==> config.mk <==
export PLATFORM = sky130hd
export DESIGN_NAME = preemptive_priority_scheduler_top
export DESIGN_NICKNAME = d
export VERILOG_FILES = /design/src/rtl/pps_pkg.sv /design/src/rtl/pps_cell.sv /design/src/rtl/preemptive_priority_scheduler_top.sv
export SDC_FILE = /design/constraint.sdc
export NUM_CORES = 2
export LEC_CHECK = 0
export BUFFER_PORTS_ARGS = -buffer_cell sky130_fd_sc_hd__buf_2
export CAP_MARGIN = 30
export CORE_UTILIZATION = 40
export CTS_CLUSTER_SIZE = 12
export DETAILED_ROUTE_END_ITERATION = 10
export GPL_ROUTABILITY_DRIVEN = 0
export SETUP_SLACK_MARGIN = 0.1
export SLEW_MARGIN = 15
export SYNTH_ARGS = -nofsm -noshare
export SYNTH_HDL_FRONTEND = slang
export SYNTH_SLANG_ARGS = --single-unit
==> constraint.sdc <==
create_clock -name clk -period 6.18 [get_ports clk]
set_input_delay 0.618 -clock clk [delete_from_list [all_inputs] [get_ports clk]]
set_output_delay 0.618 -clock clk [all_outputs]
set_load 0.01 [all_outputs]
==> src/rtl/pps_pkg.sv <==
// ----------------------------------------------------------------------------
// pps_pkg
// Shared constants, codes and types for the preemptive priority scheduler.
// ----------------------------------------------------------------------------
package pps_pkg;

	// table geometry and field widths
	localparam int SLOTS     = 16;
	localparam int TIME_BITS = 16;
	localparam int PRIO_BITS = 8;
	localparam int SLOT_BITS = $clog2(SLOTS);
	localparam int CNT_BITS  = $clog2(SLOTS + 1);
	localparam int OP_BITS   = 2;
	localparam int ST_BITS   = 3;

	localparam logic [TIME_BITS-1:0] TIME_MAX   = '1;
	localparam logic [CNT_BITS-1:0]  SLOTS_CNT  = CNT_BITS'(SLOTS);

	// op codes (op bit 1 set means tick)
	localparam logic [OP_BITS-1:0] OP_CLEAR = 2'd0;
	localparam logic [OP_BITS-1:0] OP_LOAD  = 2'd1;

	// status codes
	localparam logic [ST_BITS-1:0] ST_OK   = 3'd0;
	localparam logic [ST_BITS-1:0] ST_FULL = 3'd1;
	localparam logic [ST_BITS-1:0] ST_ZERO = 3'd2;
	localparam logic [ST_BITS-1:0] ST_IDLE = 3'd3;
	localparam logic [ST_BITS-1:0] ST_RAN  = 3'd4;

	// best candidate handed from cell to cell
	typedef struct packed {
		logic                 valid;
		logic [PRIO_BITS-1:0] prio;
		logic [TIME_BITS-1:0] arrival;
		logic [TIME_BITS-1:0] burst;
		logic [TIME_BITS-1:0] remaining;
		logic [SLOT_BITS-1:0] slot;
	} cand_t;

	// control broadcast to all cells
	typedef struct packed {
		logic                 clear;
		logic                 load;
		logic [SLOT_BITS-1:0] load_slot;
		logic                 dec;
		logic                 finish;
		logic [SLOT_BITS-1:0] dec_slot;
	} cell_ctl_t;

endpackage

==> src/rtl/pps_cell.sv <==
// ----------------------------------------------------------------------------
// pps_cell
// One job slot: holds the job's entry and passes the better of its own job
// (when eligible) and the incoming candidate to the next cell each cycle.
// ----------------------------------------------------------------------------
module pps_cell import pps_pkg::*; (
	input  logic                 clk,
	input  logic                 arst_n,
	input  logic [SLOT_BITS-1:0] idx,
	input  cell_ctl_t            ctl,
	input  logic [TIME_BITS-1:0] load_arrival,
	input  logic [TIME_BITS-1:0] load_burst,
	input  logic [PRIO_BITS-1:0] load_prio,
	input  logic [CNT_BITS-1:0]  job_count,
	input  logic [TIME_BITS-1:0] cur_time,
	input  cand_t                cin,
	output cand_t                cout
);

	logic [TIME_BITS-1:0] arr_q;
	logic [TIME_BITS-1:0] burst_q;
	logic [TIME_BITS-1:0] rem_q;
	logic [PRIO_BITS-1:0] prio_q;
	logic                 fin_q;
	cand_t                cand_q;

	logic  loaded;
	logic  eligible;
	logic  better;
	cand_t own;

	// eligibility and comparison against the incoming candidate
	assign loaded   = {1'b0, idx} < job_count;
	assign eligible = loaded && !fin_q && (arr_q <= cur_time);
	assign better   = eligible && (!cin.valid || (prio_q < cin.prio) ||
		((prio_q == cin.prio) && (arr_q < cin.arrival)));

	always_comb begin
		own.valid     = 1'b1;
		own.prio      = prio_q;
		own.arrival   = arr_q;
		own.burst     = burst_q;
		own.remaining = rem_q;
		own.slot      = idx;
	end

	// candidate register toward the next cell
	always_ff @(posedge clk or negedge arst_n) begin
		if (!arst_n) begin
			cand_q <= '0;
		end else begin
			cand_q <= better ? own : cin;
		end
	end

	assign cout = cand_q;

	// finished flag
	always_ff @(posedge clk or negedge arst_n) begin
		if (!arst_n) begin
			fin_q <= 1'b0;
		end else if (ctl.clear) begin
			fin_q <= 1'b0;
		end else if (ctl.load && (ctl.load_slot == idx)) begin
			fin_q <= 1'b0;
		end else if (ctl.dec && ctl.finish && (ctl.dec_slot == idx)) begin
			fin_q <= 1'b1;
		end
	end

	// job entry
	always_ff @(posedge clk) begin
		if (ctl.load && (ctl.load_slot == idx)) begin
			arr_q   <= load_arrival;
			burst_q <= load_burst;
			rem_q   <= load_burst;
			prio_q  <= load_prio;
		end else if (ctl.dec && (ctl.dec_slot == idx)) begin
			rem_q <= rem_q - TIME_BITS'(1);
		end
	end

endmodule

==> src/rtl/preemptive_priority_scheduler_top.sv <==
// ----------------------------------------------------------------------------
// preemptive_priority_scheduler_top
// Job table as a row of slot cells; a tick sends the best candidate down the
// row one cell per cycle, then runs the winner for one time unit.
// ----------------------------------------------------------------------------
// a clear or load goes through the EXEC state, a tick through SCAN and FINISH;
// the result is registered into the output register once that is free
// one word at a time: a new word is taken only in the idle state;
// a tick walks the candidate through the SLOTS cells of the row
// reset: empty table, time zero, all finished flags cleared, no word pending
module preemptive_priority_scheduler_top import pps_pkg::*; (
	input  logic                 clk,
	input  logic                 arst_n,
	input  logic                 in_valid,
	output logic                 in_ready,
	input  logic [OP_BITS-1:0]   op,
	input  logic [TIME_BITS-1:0] arrival_time,
	input  logic [TIME_BITS-1:0] burst_length,
	input  logic [PRIO_BITS-1:0] job_priority,
	output logic                 out_valid,
	input  logic                 out_ready,
	output logic [ST_BITS-1:0]   status,
	output logic [SLOT_BITS-1:0] job_slot,
	output logic                 job_finished,
	output logic [TIME_BITS-1:0] finish_time,
	output logic [TIME_BITS-1:0] turnaround_time,
	output logic [TIME_BITS-1:0] waiting_time,
	output logic                 all_done,
	output logic [TIME_BITS-1:0] time_now
);

	localparam logic [1:0] S_IDLE   = 2'd0;
	localparam logic [1:0] S_EXEC   = 2'd1;
	localparam logic [1:0] S_SCAN   = 2'd2;
	localparam logic [1:0] S_FINISH = 2'd3;

	logic [1:0]           state_q;
	logic [SLOT_BITS-1:0] scan_cnt_q;
	logic [OP_BITS-1:0]   op_q;
	logic [TIME_BITS-1:0] arr_q;
	logic [TIME_BITS-1:0] burst_q;
	logic [PRIO_BITS-1:0] prio_q;
	logic [CNT_BITS-1:0]  job_cnt_q;
	logic [CNT_BITS-1:0]  done_cnt_q;
	logic [TIME_BITS-1:0] time_q;
	logic                 out_valid_q;

	logic [ST_BITS-1:0]   status_q;
	logic [SLOT_BITS-1:0] slot_q;
	logic                 fin_q;
	logic [TIME_BITS-1:0] ft_q;
	logic [TIME_BITS-1:0] tat_q;
	logic [TIME_BITS-1:0] wt_q;
	logic                 all_done_q;
	logic [TIME_BITS-1:0] time_now_q;

	cand_t                chain [SLOTS+1];
	cand_t                best;
	cell_ctl_t            ctl;

	logic                 accept;
	logic                 out_free;
	logic                 commit;
	logic                 is_full;
	logic                 is_zero;
	logic [TIME_BITS-1:0] next_time;
	logic [TIME_BITS-1:0] turn;
	logic                 finishing;

	logic [ST_BITS-1:0]   n_status;
	logic [SLOT_BITS-1:0] n_slot;
	logic                 n_fin;
	logic [TIME_BITS-1:0] n_ft;
	logic [TIME_BITS-1:0] n_tat;
	logic [TIME_BITS-1:0] n_wt;
	logic [CNT_BITS-1:0]  n_job_cnt;
	logic [CNT_BITS-1:0]  n_done_cnt;
	logic [TIME_BITS-1:0] n_time;

	assign in_ready = (state_q == S_IDLE);
	assign accept   = in_valid && in_ready;
	assign out_free = !out_valid_q || out_ready;
	assign commit   = out_free && ((state_q == S_EXEC) || (state_q == S_FINISH));

	// row of slot cells
	assign chain[0] = '0;
	assign best     = chain[SLOTS];

	genvar gi;
	generate
		for (gi = 0; gi < SLOTS; gi++) begin : g_cell
			pps_cell u_cell (
				.clk          (clk),
				.arst_n       (arst_n),
				.idx          (SLOT_BITS'(gi)),
				.ctl          (ctl),
				.load_arrival (arr_q),
				.load_burst   (burst_q),
				.load_prio    (prio_q),
				.job_count    (job_cnt_q),
				.cur_time     (time_q),
				.cin          (chain[gi]),
				.cout         (chain[gi+1])
			);
		end
	endgenerate

	// tick arithmetic
	assign next_time = (time_q == TIME_MAX) ? TIME_MAX : time_q + TIME_BITS'(1);
	assign turn      = next_time - best.arrival;
	assign finishing = best.valid && (best.remaining == TIME_BITS'(1));
	assign is_full   = (job_cnt_q == SLOTS_CNT);
	assign is_zero   = (burst_q == '0);

	// result and next state of the counters
	always_comb begin
		n_status   = ST_OK;
		n_slot     = '0;
		n_fin      = 1'b0;
		n_ft       = '0;
		n_tat      = '0;
		n_wt       = '0;
		n_job_cnt  = job_cnt_q;
		n_done_cnt = done_cnt_q;
		n_time     = time_q;
		ctl        = '0;
		if (state_q == S_FINISH) begin
			n_time = next_time;
			if (best.valid) begin
				n_status     = ST_RAN;
				n_slot       = best.slot;
				ctl.dec      = commit;
				ctl.finish   = finishing;
				ctl.dec_slot = best.slot;
				if (finishing) begin
					n_fin      = 1'b1;
					n_ft       = next_time;
					n_tat      = turn;
					n_wt       = (turn >= best.burst) ? turn - best.burst : '0;
					n_done_cnt = done_cnt_q + CNT_BITS'(1);
				end
			end else begin
				n_status = ST_IDLE;
			end
		end else begin
			case (op_q)
				OP_CLEAR: begin
					ctl.clear  = commit;
					n_job_cnt  = '0;
					n_done_cnt = '0;
					n_time     = '0;
				end
				OP_LOAD: begin
					if (is_full) begin
						n_status = ST_FULL;
					end else if (is_zero) begin
						n_status = ST_ZERO;
					end else begin
						ctl.load      = commit;
						ctl.load_slot = job_cnt_q[SLOT_BITS-1:0];
						n_slot        = job_cnt_q[SLOT_BITS-1:0];
						n_job_cnt     = job_cnt_q + CNT_BITS'(1);
					end
				end
				default: begin
					n_status = ST_OK;
				end
			endcase
		end
	end

	// sequencer
	always_ff @(posedge clk or negedge arst_n) begin
		if (!arst_n) begin
			state_q    <= S_IDLE;
			scan_cnt_q <= '0;
		end else begin
			case (state_q)
				S_IDLE: begin
					scan_cnt_q <= '0;
					if (accept) begin
						state_q <= op[1] ? S_SCAN : S_EXEC;
					end
				end
				S_EXEC: begin
					if (out_free) begin
						state_q <= S_IDLE;
					end
				end
				S_SCAN: begin
					scan_cnt_q <= scan_cnt_q + SLOT_BITS'(1);
					if (scan_cnt_q == SLOT_BITS'(SLOTS - 1)) begin
						state_q <= S_FINISH;
					end
				end
				S_FINISH: begin
					if (out_free) begin
						state_q <= S_IDLE;
					end
				end
				default: begin
					state_q <= S_IDLE;
				end
			endcase
		end
	end

	// accepted word
	always_ff @(posedge clk) begin
		if (accept) begin
			op_q    <= op;
			arr_q   <= arrival_time;
			burst_q <= burst_length;
			prio_q  <= job_priority;
		end
	end

	// counters and time
	always_ff @(posedge clk or negedge arst_n) begin
		if (!arst_n) begin
			job_cnt_q  <= '0;
			done_cnt_q <= '0;
			time_q     <= '0;
		end else if (commit) begin
			job_cnt_q  <= n_job_cnt;
			done_cnt_q <= n_done_cnt;
			time_q     <= n_time;
		end
	end

	// output register
	always_ff @(posedge clk or negedge arst_n) begin
		if (!arst_n) begin
			out_valid_q <= 1'b0;
		end else if (commit) begin
			out_valid_q <= 1'b1;
		end else if (out_ready) begin
			out_valid_q <= 1'b0;
		end
	end

	always_ff @(posedge clk) begin
		if (commit) begin
			status_q   <= n_status;
			slot_q     <= n_slot;
			fin_q      <= n_fin;
			ft_q       <= n_ft;
			tat_q      <= n_tat;
			wt_q       <= n_wt;
			all_done_q <= (n_done_cnt == n_job_cnt);
			time_now_q <= n_time;
		end
	end

	assign out_valid       = out_valid_q;
	assign status          = status_q;
	assign job_slot        = slot_q;
	assign job_finished    = fin_q;
	assign finish_time     = ft_q;
	assign turnaround_time = tat_q;
	assign waiting_time    = wt_q;
	assign all_done        = all_done_q;
	assign time_now        = time_now_q;

endmodule
[Yosys cells after proc, flatten, opt, wreduce, memory -nomap -nowiden]
Index checks and enable logic that the tools add are counted.
Word-level totals
  register bits: 2028
  logic and storage cells: 690
  output and inout bits: 75
Operators by class
  $add $sub $neg: 22
  reduce and logical (&&, ||, !) cells: 222
  multiplexer cells: 133
  order comparisons: 63
  equal/unequal tests: 57
Operators with widths (number)
  $mux W61: 16
  $mux W16: 35
  $le A16 B16 Y1: 16
  $sub A16 B1 Y16 const B: 16
  $lt A16 B16 Y1: 15
  $eq A8 B8 Y1: 15
  $lt A8 B8 Y1: 15
  $logic_and A1 B1 Y1: 114
  $eq A4 B4 Y1 const B: 17
  $mux W1: 52
  $mux W5: 10
  $reduce_bool A3 Y1: 16
  $lt A4 B5 Y1 const A: 8
  $reduce_bool A2 Y1: 18
  $eq A4 B3 Y1 const B: 8
  $logic_not A1 Y1: 32
  $logic_or A1 B1 Y1: 32
  $sub A16 B16 Y16: 2
  $lt A3 B5 Y1 const A: 4
  $mux W4: 5
  $mux W6: 3
  $add A16 B1 Y16 const B: 1
  $eq A16 B1 Y1 const B: 1
  $eq A16 B16 Y1 const B: 1
  25 further kinds: 45

[Depth between registers and ports, before layout]
  depth after elaboration: 11
  depth in mapped cells: 23
  depth with buffers taken out: 21

[By module]
From an unflattened synthesis, not the netlist that was laid out.
Second synthesis, totals
  cells, all modules: 12173
  area, all modules: 126502.6 sq um
By module, submodules not included
  pps_cell at g_cell[0].u_cell ...: area an instance 7448.4 sq um, sequential area each 3233.1 sq um, cells each 716, times used 14
  preemptive_priority_scheduler_top: area an instance 7737.4 sq um, sequential area each 4279.1 sq um, cells each 718, times used 1
  pps_cell at g_cell[14].u_cell: area an instance 7440.9 sq um, sequential area each 3233.1 sq um, cells each 715, times used 1
  pps_cell at g_cell[9].u_cell: area an instance 7046.8 sq um, sequential area each 3233.1 sq um, cells each 716, times used 1

[Worst setup path after synthesis]
OpenSTA, ideal clock, no wires.
  path kind: reg2reg
  start point: register time_q[0]
  end point: register wt_q[12], in the netlist waiting_time[12] (data pin)
  stages on the path, launching flop included: 23
  path slack: 0.092 ns
  period minus slack after synthesis: 6.088 ns
  arrival time: 5.822 ns
  buffers on the path: 3
  setup time: 0.266 ns
  cells stage by stage: dfrtp_1 ha_1 nand3_1 nor2_1 nand3_1 clkbuf_1 clkbuf_1 nand2_1 ha_1 and3_1 a2111oi_0 a21oi_1 a31oi_1 xnor2_1 ha_1 a21oi_1 o31ai_1 a2111oi_0 nor2_1 o311ai_1 a21o_1 clkbuf_1 nor2_1
On the way
  word-level cells in the longest chain between the ends: 5
  elaborated cells between the ends (all ways): 7
  classes of those cells: add/sub: 3; order compare: 1; eq/ne: 1; mux: 1; reduce/logical: 1
Ends and longest elaborated chain
  start, declared: line preemptive_priority_scheduler_top.sv:45  | logic [TIME_BITS-1:0] time_q;
  start signal, assigned: line preemptive_priority_scheduler_top.sv:227  | time_q <= n_time;
  $add A16 B1 Y16 or $eq A16 B16 Y1 (tied branches): line preemptive_priority_scheduler_top.sv:109  | assign next_time = (time_q == TIME_MAX) ? TIME_MAX : time_q + TIME_BITS'(1);
  $mux W16 *: line preemptive_priority_scheduler_top.sv:109
  named net next_time[4]: line preemptive_priority_scheduler_top.sv:66  | logic [TIME_BITS-1:0] next_time;
  $sub A16 B16 Y16 *: line preemptive_priority_scheduler_top.sv:110  | assign turn = next_time - best.arrival;
  named net turn[9]: line preemptive_priority_scheduler_top.sv:67  | logic [TIME_BITS-1:0] turn;
  $ge A16 B16 Y1: line preemptive_priority_scheduler_top.sv:139  | n_wt = (turn >= best.burst) ? turn - best.burst : '0;
  $reduce_and A4 Y1 (no source line)
  end signal, assigned: line preemptive_priority_scheduler_top.sv:249  | wt_q <= n_wt;
  end, declared: line preemptive_priority_scheduler_top.sv:53  | logic [TIME_BITS-1:0] wt_q;
Mark *: on every way through the listed nets, which the timed path passes. The rest lies on a longest branch.
A chain may end at the register's enable or synchronous reset.

[Worst setup path in the final report]
  start point: register time_q[1]
  end point: register wt_q[3], in the netlist waiting_time[3] (data pin)
On the way
  word-level cells in the longest chain between the ends: 5
  elaborated cells between the ends (all ways): 7
  classes of those cells: add/sub: 3; order compare: 1; eq/ne: 1; mux: 1; reduce/logical: 1
Ends and longest elaborated chain (line)
  $add A16 B1 Y16 or $eq A16 B16 Y1 (tied branches): preemptive_priority_scheduler_top.sv:109
  $mux W16 *: preemptive_priority_scheduler_top.sv:109
  $sub A16 B16 Y16 *: preemptive_priority_scheduler_top.sv:110
  named net turn[10]: preemptive_priority_scheduler_top.sv:67
  $ge A16 B16 Y1 *: preemptive_priority_scheduler_top.sv:139
  $reduce_and A4 Y1 (no source line) *
Marked as above.

==> summary.md <==
| Metric | Value |
|---|---|
| Startpoint types | `register` |
| Worst Path Max Fanout | `16` |
| WS Path Type | `register to register` |
| DP Worst Slack | `about 0.089 ns` |
| Ys Warns | `0` |
| P_int | `between 20000 and 30000 uW` |
| CTS Buffer Depth | `3` |
| First-pass GRT wire length | `345000 um` |
| Starting density of the core | `between 40% and 50%` |
| NumNets Final | `7848` |
| Logic pwr share | `between 20% and 30%` |
| Die area | `230000 um^2` |
| Max Slew Vio Count | `0` |
| Power density over the cells | `between 400 and 500 nW/um^2` |
| Maximum ir drop on the vdd rail | `~0.64 mV` |
| Setup bufs post-CTS | `0` |
| Setup repair after global routing missed its margin | `no` |
| Reg clk slew, reported paths | `roughly 0.070 ns` |
| Max_cap viols | `0` |
| Hold Startpoint | `arrival_time[1]` |
| RR Endpoint | `waiting_time[3]` |
| # IOs | `roughly 120` |
| Hold crit path type | `primary input to register` |
| DRT antenna net count | `0` |
| Pre-Repair DR Iteration Count | `5` |
| Synth-to-Final Area Change | `14.0%` |
| Register bit total from synthesis | `about 2000` |
| Top layer in use | `met5` |
| CTS tree | `built` |
| TNS Setup | `0 ns` |
| Worst EP required | `about 6.8 ns` |
| Pleak | `approximately 0.043 uW` |
| Root buf cell | `clkbuf_16` |
| Slowest-stage cell, CP | `dfrtp_1` |
| Post-Syn Nets | `around 7500` |
| Register-to-Register Path Depth | `21` |
| Clock Skew | `0.0504 ns` |
| DRC viols | `0` |
| Layout cell share with drive strength beyond 1 | `roughly 15%` |
| Total GRT Usage | `19.6%` |
| Clock Latency Late Sink | `0.87 ns` |
| Final hold slack | `0.103 ns` |
| Vias per cell | `5.25` |
| Sequential share of power | `approximately 44%` |
| Worst Path Arrival | `between 6 and 7 ns` |
| Die width | `approximately 480 um` |
| Final period util | `between 90% and 100%` |
| Status | `complete, no violations` |
| Synth Area per Inst | `13.3 um^2` |
| Post-DP HPWL | `about 160000 um` |
| R2R Setup Slk | `0.60 ns` |
| Fmax | `179 MHz` |
| Slew margin rel. | `roughly a quarter` |
| Wire length on met1 | `102000 um` |
| Routed WL per cell | `roughly 22 um` |
| Htree depth | `4` |
| Hold Path End | `arr_q[1]` |
| Clock group share of total power | `roughly 31%` |
| Sw Share | `30.8%` |
| Final Hold Fails | `0` |
| Fin crit period | `between 5 and 6 ns` |
| CTS Sinks | `2013` |
| Worst Hold Depth | `1` |
| TritonCTS Buffers | `212` |
| Initial antenna violation count | `5` |
| Vias in the first global route | `roughly 56000` |
| Post-synth EDFFs | `a little over 1000` |
| Largest net degree at the start of global routing | `roughly 160` |
| Worst path max stage delay | `0.47 ns` |
| Rows | `174` |
| Most frequent cells in the layout | `edfxtp_1, dfrtp_1, ha_1` |
| Final WL | `between 200000 and 250000 um` |
| Syn Inst Count | `6824` |
| Crit path from | `time_q[1]` |
| Tightest Pin Transition | `between 1 and 1.5 ns` |
| Core area | `between 200000 and 250000 um^2` |
| Vias | `54276` |
| Critical R2R Launch | `time_q[1]` |
| Switching Power | `12900 uW` |
| Final WS setup | `about 0.6 ns` |
| Die Y | `479 um` |
| Commonest non-fill, non-tap cell in the layout | `edfxtp_1` |
| DR WL met2 | `around 110000 um` |
| CP endpoint kind | `register` |
| DR iter-0 viols | `between 3000 and 4000` |
| Port bufs | `120` |
| Post-synthesis sequential area ratio | `about 61%` |
| Mapped cell area | `approximately 91000 um^2` |
| Primary FF master, synth | `edfxtp_1` |
| Synth unique cells | `74` |
| CP Cell Sequence | `ha_1 > nand3_1 > nor2_4 > nand3_1 > and2_1 > ha_1 > fa_1 > nor2b_1 > o31a_1 > o31a_1 > o211a_1 > nor2_1 > xnor2_1 > ha_1 > inv_1 > o31ai_1 > a2111oi_2 > nor2_1 > o311ai_1 > a21o_2 > nor2_1` |
| Async SR Flop Fraction | `roughly 50%` |
| Wire length on met3 | `8530 um` |
| Overflow after GRT | `0` |
| Setup-failing EPs final | `0` |
[area by class of cell]
class,instances,area [um^2]
diodes,6,15.0
clock buffers,343,6240
clock inverters,56,856
fillers,19852,122000
inverters,490,1840
multi-input cells,4105,33000
flip-flops and latches,2013,55400
well taps,2992,3740
repair buffers,324,2680
[through the flow]
step                instances  instance area, um^2  utilization (%)  total power (uW)
finish                  10329               104000             46.0             42100
global route            10324               104000             46.0             44400
CTS                     10308               104000             45.9             42300
detailed placement       9870                96100             42.6             29300
global placement         9851                95800             42.5             28900
floorplan                6824                91100                -             25400
[worst max-delay path by stage]
stage,end,slack [ns],cells after the start
floorplan,waiting_time[12],0.22,23
CTS,waiting_time[3],0.17,21
detailed placement,waiting_time[3],0.09,22
global route,waiting_time[11],0.11,22
global placement,waiting_time[11],0.23,22
finish,waiting_time[3],0.60,21
[routing by layer]
layer	global-route usage (%)	up-vias
li1	-	25335
met1	26.8	27426
met2	32.6	1205
met3	2.36	308
met4	5.78	2
met5	0	-
[worst max-delay path, delay by kind of cell (launching register included)]
family | cells | cell delay, ns
compound gates | 7 | 1.76
xor+xnor | 1 | 0.20
fa+ha+maj | 4 | 1.19
buf+inv | 1 | 0.17
flops | 1 | 0.47
simple gates | 8 | 1.50
[flip-flops by register name (all words and copies together), names as in the netlist, 5 cells and up]
signal                 flops
time_now                  16
g_cell.u_cell.rem_q      256
prio_q                     8
time_q                    16
done_cnt_q                 5
job_cnt_q                  5
g_cell.u_cell.burst_q    256
arr_q                     16
g_cell.u_cell.prio_q     128
g_cell.u_cell.fin_q       16
turnaround_time           16
g_cell.u_cell.arr_q      256
burst_q                   16
finish_time               16
g_cell.u_cell.cout       953
waiting_time              16
[timing repair]
action	in CTS	in global routing
hold endpoints to repair	111	0
hold buffers	39	0
resized for setup	1	4
setup endpoints to repair	16	16
[power by group through the flow]
stage | Sequential (uW) | Combinational, uW | Clock, uW
2_1_floorplan | 18100 | 7330 | 0
3_3_place_gp | 18700 | 10300 | 0
3_5_place_dp | 18600 | 10700 | 0
4_1_cts | 18400 | 10800 | 13100
5_1_grt | 18600 | 12100 | 13700
6_report | 18300 | 10900 | 12900
[kinds of logic after synthesis]
logic type,Yosys count,synth area share [%]
XOR/XNOR,239,2.30
buffers and inverters,706,3.06
AND/OR/NAND/NOR,1461,7.96
AO/OA/AOI/OAI,905,6.02
adder cells (fa/ha/maj),656,9.03
flip-flops,2013,60.9
multiplexers,844,10.8
[Yosys cell counts (29+ instances only)]
| cell | number | share of area (%) |
|---|---|---|
| a211oi_1 | 33 | 0.27 |
| a21o_1 | 48 | 0.40 |
| a21oi_1 | 400 | 2.2 |
| a31oi_1 | 34 | 0.23 |
| and2_1 | 107 | 0.73 |
| buf_1 | 34 | 0.14 |
| buf_2 | 29 | 0.16 |
| clkbuf_1 | 140 | 0.58 |
| dfrtp_1 | 1002 | 28 |
| edfxtp_1 | 1011 | 33 |
| ha_1 | 654 | 9.0 |
| inv_1 | 485 | 2.0 |
| mux2_1 | 381 | 4.7 |
| mux2_2 | 370 | 4.6 |
| mux2_4 | 85 | 1.4 |
| nand2_1 | 299 | 1.2 |
| nand2b_1 | 80 | 0.55 |
| nand3_1 | 121 | 0.66 |
| nand4_1 | 82 | 0.56 |
| nor2_1 | 375 | 1.5 |
| nor2b_1 | 48 | 0.33 |
| nor3_1 | 140 | 0.77 |
| nor4_1 | 88 | 0.60 |
| o21ai_0 | 165 | 0.91 |
| or4_1 | 31 | 0.26 |
| xnor2_1 | 196 | 1.9 |
| xor2_1 | 43 | 0.41 |
Power figures use the tool's default switching activity.
